### src/q2e_pkg.sv
// q2e_pkg: widths, constants, types and the CORDIC arctangent table for the
// quaternion to Euler angle pipeline. No dependencies.
`default_nettype none

package q2e_pkg;

  // field and datapath widths
  localparam int QUAT_W   = 16;
  localparam int ANG_W    = 16;
  localparam int PROD_W   = 32;
  localparam int SUM_W    = 34;
  localparam int MAG_W    = 28;
  localparam int REM_W    = 58;
  localparam int ROOT_W   = 29;
  localparam int XY_W     = 37;
  localparam int Z_W      = 32;
  localparam int DEG_W    = 29;
  localparam int SCL_W    = 61;
  localparam int RND_SH   = 44;
  localparam int RAD_SH   = 28;

  // pipeline lengths of the fixed sections
  localparam int FRONT_LAT = 3;
  localparam int ISQ_LAT   = 29;
  localparam int SCALE_LAT = 2;
  localparam int REM_TOP   = 56;

  localparam int CORDIC_STEPS_DEF = 16;
  localparam int ATAN_LEN         = 24;

  localparam logic signed [SUM_W-1:0] ONE_Q28     = 34'sd268435456;
  localparam logic signed [Z_W-1:0]   HALF_PI_Q28 = 32'sd421657428;
  // degrees*64 per radian at scale 2^16
  localparam logic signed [DEG_W-1:0] DEG64_Q16   = 29'sd240315917;

  typedef enum logic {
    UNIT_RAD = 1'b0,
    UNIT_DEG = 1'b1
  } unit_t;

  // product sums that travel alongside the square root
  typedef struct packed {
    logic signed [SUM_W-1:0] sr;
    logic signed [SUM_W-1:0] cr;
    logic signed [SUM_W-1:0] sy;
    logic signed [SUM_W-1:0] cy;
    logic signed [SUM_W-1:0] sp;
    logic                    clp;
    logic                    cln;
  } front_t;

  // atan(2^-i) in radians at scale 2^28
  function automatic logic signed [Z_W-1:0] atan_q28(input int i);
    logic signed [Z_W-1:0] v;
    case (i)
      0:  v = 32'sd210828714;
      1:  v = 32'sd124459457;
      2:  v = 32'sd65760959;
      3:  v = 32'sd33381290;
      4:  v = 32'sd16755422;
      5:  v = 32'sd8385879;
      6:  v = 32'sd4193963;
      7:  v = 32'sd2097109;
      8:  v = 32'sd1048571;
      9:  v = 32'sd524287;
      10: v = 32'sd262144;
      11: v = 32'sd131072;
      12: v = 32'sd65536;
      13: v = 32'sd32768;
      14: v = 32'sd16384;
      15: v = 32'sd8192;
      16: v = 32'sd4096;
      17: v = 32'sd2048;
      18: v = 32'sd1024;
      19: v = 32'sd512;
      20: v = 32'sd256;
      21: v = 32'sd128;
      22: v = 32'sd64;
      default: v = 32'sd32;
    endcase
    return v;
  endfunction

endpackage

`default_nettype wire

### src/q2e_scale.sv
// q2e_scale: unit conversion, round half up and 16-bit saturation for the
// three angles; its second stage is the output register. Depends on q2e_pkg.
`default_nettype none

module q2e_scale (
  input  wire logic                           clk,
  input  wire logic                           en,
  input  wire q2e_pkg::unit_t                 unit,
  input  wire logic signed [q2e_pkg::Z_W-1:0] roll_z,
  input  wire logic signed [q2e_pkg::Z_W-1:0] pitch_z,
  input  wire logic signed [q2e_pkg::Z_W-1:0] yaw_z,
  input  wire logic                           clamp_in,
  output logic signed [q2e_pkg::ANG_W-1:0]    roll_angle,
  output logic signed [q2e_pkg::ANG_W-1:0]    pitch_angle,
  output logic signed [q2e_pkg::ANG_W-1:0]    yaw_angle,
  output logic                                pitch_clamped
);
  import q2e_pkg::*;

  localparam int R_W = SCL_W - RND_SH;
  localparam logic signed [SCL_W-1:0] HALF = SCL_W'(1) << (RND_SH - 1);
  localparam logic signed [R_W-1:0] SAT_HI = R_W'((1 << (ANG_W - 1)) - 1);
  localparam logic signed [R_W-1:0] SAT_LO = -R_W'(1 << (ANG_W - 1));

  logic signed [SCL_W-1:0] p_roll, p_pitch, p_yaw;
  logic                    clamp_q;

  // radians map to the same shift after a 2^28 lift
  function automatic logic signed [SCL_W-1:0] lift(input logic signed [Z_W-1:0] z,
                                                   input unit_t u);
    logic signed [SCL_W-1:0] r;
    if (u == UNIT_DEG) r = SCL_W'(z) * SCL_W'(DEG64_Q16);
    else               r = SCL_W'(z) <<< RAD_SH;
    return r;
  endfunction

  function automatic logic signed [ANG_W-1:0] round_sat(input logic signed [SCL_W-1:0] p);
    logic signed [SCL_W-1:0] s;
    logic signed [R_W-1:0]   r;
    logic signed [ANG_W-1:0] o;
    s = (p + HALF) >>> RND_SH;
    r = s[R_W-1:0];
    if (r > SAT_HI)      o = SAT_HI[ANG_W-1:0];
    else if (r < SAT_LO) o = SAT_LO[ANG_W-1:0];
    else                 o = r[ANG_W-1:0];
    return o;
  endfunction

  // stage A: scale
  always_ff @(posedge clk) begin
    if (en) begin
      p_roll  <= lift(roll_z, unit);
      p_pitch <= lift(pitch_z, unit);
      p_yaw   <= lift(yaw_z, unit);
      clamp_q <= clamp_in;
    end
  end

  // stage B: round, saturate, output register
  always_ff @(posedge clk) begin
    if (en) begin
      roll_angle    <= round_sat(p_roll);
      pitch_angle   <= round_sat(p_pitch);
      yaw_angle     <= round_sat(p_yaw);
      pitch_clamped <= clamp_q;
    end
  end

endmodule

`default_nettype wire

### config.mk
export PLATFORM = sky130hd
export DESIGN_NAME = q2e_scale
export DESIGN_NICKNAME = d
export VERILOG_FILES = /design/src/q2e_pkg.sv /design/src/q2e_scale.sv
export SDC_FILE = /design/constraint.sdc
export NUM_CORES = 2
export LEC_CHECK = 0
export BUFFER_PORTS_ARGS = -buffer_cell sky130_fd_sc_hd__buf_2
export CAP_MARGIN = 25
export CORE_MARGIN = 2
export CORE_UTILIZATION = 61
export CTS_CLUSTER_DIAMETER = 30
export DETAILED_ROUTE_END_ITERATION = 8
export PLACE_DENSITY_LB_ADDON = 0.3
export SYNTH_ARGS = -nofsm -noshare
export SYNTH_HDL_FRONTEND = slang
export SYNTH_SLANG_ARGS = --single-unit
### constraint.sdc
create_clock -name clk -period 7.6 [get_ports clk]
set_input_delay 0.76 -clock clk [delete_from_list [all_inputs] [get_ports clk]]
set_output_delay 0.76 -clock clk [all_outputs]
set_load 0.05 [all_outputs]
==> summary.md <==
| Metric | Value |
|---|---|
| Synth area leader | `fa_1` |
| Antenna viol nets, final | `0` |
| Max-cap violation count | `0` |
| FILL cells | `7453` |
| GRT Util Overall | `between 30% and 40%` |
| CTS tree | `yes` |
| Hold Crit Class | `flip-flop to flip-flop` |
| DRT Pass-1 Iters | `6` |
| Top cells by instance count after synthesis | `2030 x inv_1, 1200 x fa_1, 1069 x ha_1` |
| Finished Layout Cells | `roughly 7600` |
| Area Growth Syn to Fin | `9.849%` |
| Critical Path RT | `between 7 and 8 ns` |
| Avg WL per Cell | `20.56 µm` |
| Crit path kind | `primary input to flip-flop` |
| Largest net degree at the start of global routing | `76` |
| ANT cells | `0` |
| Nets | `8705` |
| Vias in the first global route | `44030` |
| Minimum clock period | `roughly 7.4 ns` |
| Unrepaired setup endpoints after global routing | `true` |
| Worst-skew pair later-pin latency | `between 0.3 and 0.4 ns` |
| Skew final | `0.02067 ns` |
| Layout cell share with drive strength beyond 1 | `9.699%` |
| Initial detailed-routing violation count | `2897` |
| Syn Std Cell Area | `around 0.057 mm²` |
| Initial antenna violation count | `3` |
| Root buf cell | `clkbuf_16` |
| CP delay by family, top | `adder cells` |
| FFs w/ async S/R, synth | `0%` |
| Synth cell types | `74` |
| Initial Utilization | `approximately three fifths` |
| I/O Buffers | `148` |
| Hold-fix buffers, CTS | `0` |
| Fin crit share | `between 90% and 100%` |
| Total global routing overflow | `0` |
| Worst-path maximum fanout | `6` |
| Global-route wire length before repair | `about 250000 µm` |
| Final Wtd Congestion | `1.011` |
| Worst slew margin | `between 30 and 40%` |
| Die area | `0.09618 mm²` |
| Hold Fails Final Rpt | `0` |
| CP endpoint kind | `flip-flop` |
| Synth Register Bits | `104` |
| Achievable Freq | `135.6 MHz` |
| Synth Flop Type | `edfxtp_1` |
| FP Rows | `112` |
| Most frequent cell after synthesis | `inv_1` |
| IO Pins | `around 150` |
| Data arrival, critical path | `7.48 ns` |
| CP most frequent cell | `fa_1` |
| Detailed Place HPWL | `144000 µm` |
| Total CTS buffers | `9` |
| Hold slack | `0.4467 ns` |
| # DRC | `0` |
| Footprint of the multi-input gates | `0.04634 mm²` |
| Worst-path clk slew | `~0.10 ns` |
| CTS H-Tree Depth | `3` |
| CP bufs+invs | `8` |
| Cells after Synth | `5820` |
| Max Buffers Root-to-Sink | `2` |
| Clk sinks | `104` |
| FF/Latch Area | `0.003123 mm²` |
| Top cells by area, synth | `fa_1 42%, ha_1 23%, inv_1 13%, edfxtp_1 5.5%, xor2_1 1.8%` |
| Die height | `310.1 µm` |
| Share of the synthesized area in the top cell type | `42.02%` |
| Post-synth EDFFs | `roughly 100` |
| Synth Net Count | `between 8000 and 9000` |
| Share of the yosys chip area belonging to registers | `roughly 5.5%` |
| Setup Viol. Count Final | `0` |
| Die Width | `310.1 µm` |
| Worst-margin pin slew | `1.019 ns` |
| Final wirelength | `between 150000 and 200000 µm` |
| Nature of the critical path startpoint | `primary input` |
| Via count | `40590` |
| Crit-path max cell delay | `0.57 ns` |
| Final Slew Violations | `0` |
| Status | `complete, no violations` |
| Vias/cell | `5.344` |
| Slowest stage cell, crit path | `fa_1` |
| Core Area | `0.09305 mm²` |
| Syn Area/Cell | `between 9 and 10 µm²` |
| Placed cell count | `7577` |
| Yosys warning count | `0` |
layout by cell type (no fill, tap or decap), types with 38 or more instances in the layout:
cell type,netlist,final
fa_1,1200,1200
buf_2,0,144
xnor2_1,113,113
a21oi_1,177,175
nand2b_1,49,49
inv_1,2030,2030
nand2_1,149,149
ha_1,1069,1068
xor2_1,119,117
edfxtp_1,104,104
a21o_1,103,103
mux2i_1,39,39
nor2_1,69,69
buf_4,0,401
nand3_1,66,66
nand4_1,38,38
o21ai_0,114,112
worst reg2reg max path, cell delays in order, from the launching register on:
cell and delay (ns):
edfxtp_1 0.37, ha_1 0.18, and3_1 0.21, nand3_1 0.16, nor2_1 0.63, o21ai_0 0.20
o211ai_1 0.19, o31a_1 0.63, a21oi_1 0.29
registers in the layout, summed over array words and instances, names as in the netlist:
register       flops
yaw_angle         16
pitch_clamped      1
p_yaw             18
roll_angle        16
p_roll            18
p_pitch           18
clamp_q            1
pitch_angle       16
what timing repair did:
item	in CTS	in global routing
pin swaps	0	6
resized for setup	1	17
gates cloned	0	0
endpoints found under the setup margin	1	24
setup buffers	0	2
metrics by stage:
stage	utilization [%]	instance area, µm²	setup TNS (ns)	setup WS, ns
floorplan	-	57170	0	0.2245
global placement	67.01	62350	-3.201	-0.3731
detailed placement	67.01	62360	-4.234	-0.3480
CTS	67.36	62680	0	0.1284
global route	67.49	62800	-0.003694	-0.003527
finish	67.49	62800	0	0.2260
final cells by class:
class	instances	share of cell area (%)
Multi-Input combinational cell	3637	73.79
Inverter	2034	12.16
Timing Repair Buffer	550	6.061
Sequential cell	104	4.973
Tap cell	1254	2.498
Clock buffer	9	0.3586
Clock inverter	7	0.1574
path summary, 6_finish.rpt:
kind / startpoint / to / slack (ns) / cells past startpoint
worst max-delay path: pitch_z[17] / p_pitch[51] / 0.23 / 27
worst min-delay path: clamp_q / pitch_clamped / 0.45 / 0
worst max register to register: p_pitch[44] / pitch_angle[9] / 4.43 / 8
worst min register to register: clamp_q / pitch_clamped / 0.45 / 0
logic make-up after synthesis:
logic type	count (synthesis)	share of synthesized area, %
multiplexers	49	0.8798
XOR/XNOR	232	3.554
adder cells (fa/ha/maj)	2273	65.49
AND/OR/NAND/NOR	512	4.596
flip-flops	104	5.463
AO/OA/AOI/OAI	571	6.369
buffers and inverters	2079	13.65
routing by layer:
layer / global-route usage, % / vias to the layer above / share of wire, %
met4: 10.11 / 0 / 3.6
met2: 56.02 / 1320 / 47
met5: 0 / - / 0
met3: 5.680 / 276 / 7.1
met1: 46.71 / 20280 / 43
li1: - / 18710 / -
Power is left out: the tool's default activity adds up to more than one toggle a clock period on the data nets, which glitch-free logic cannot reach.
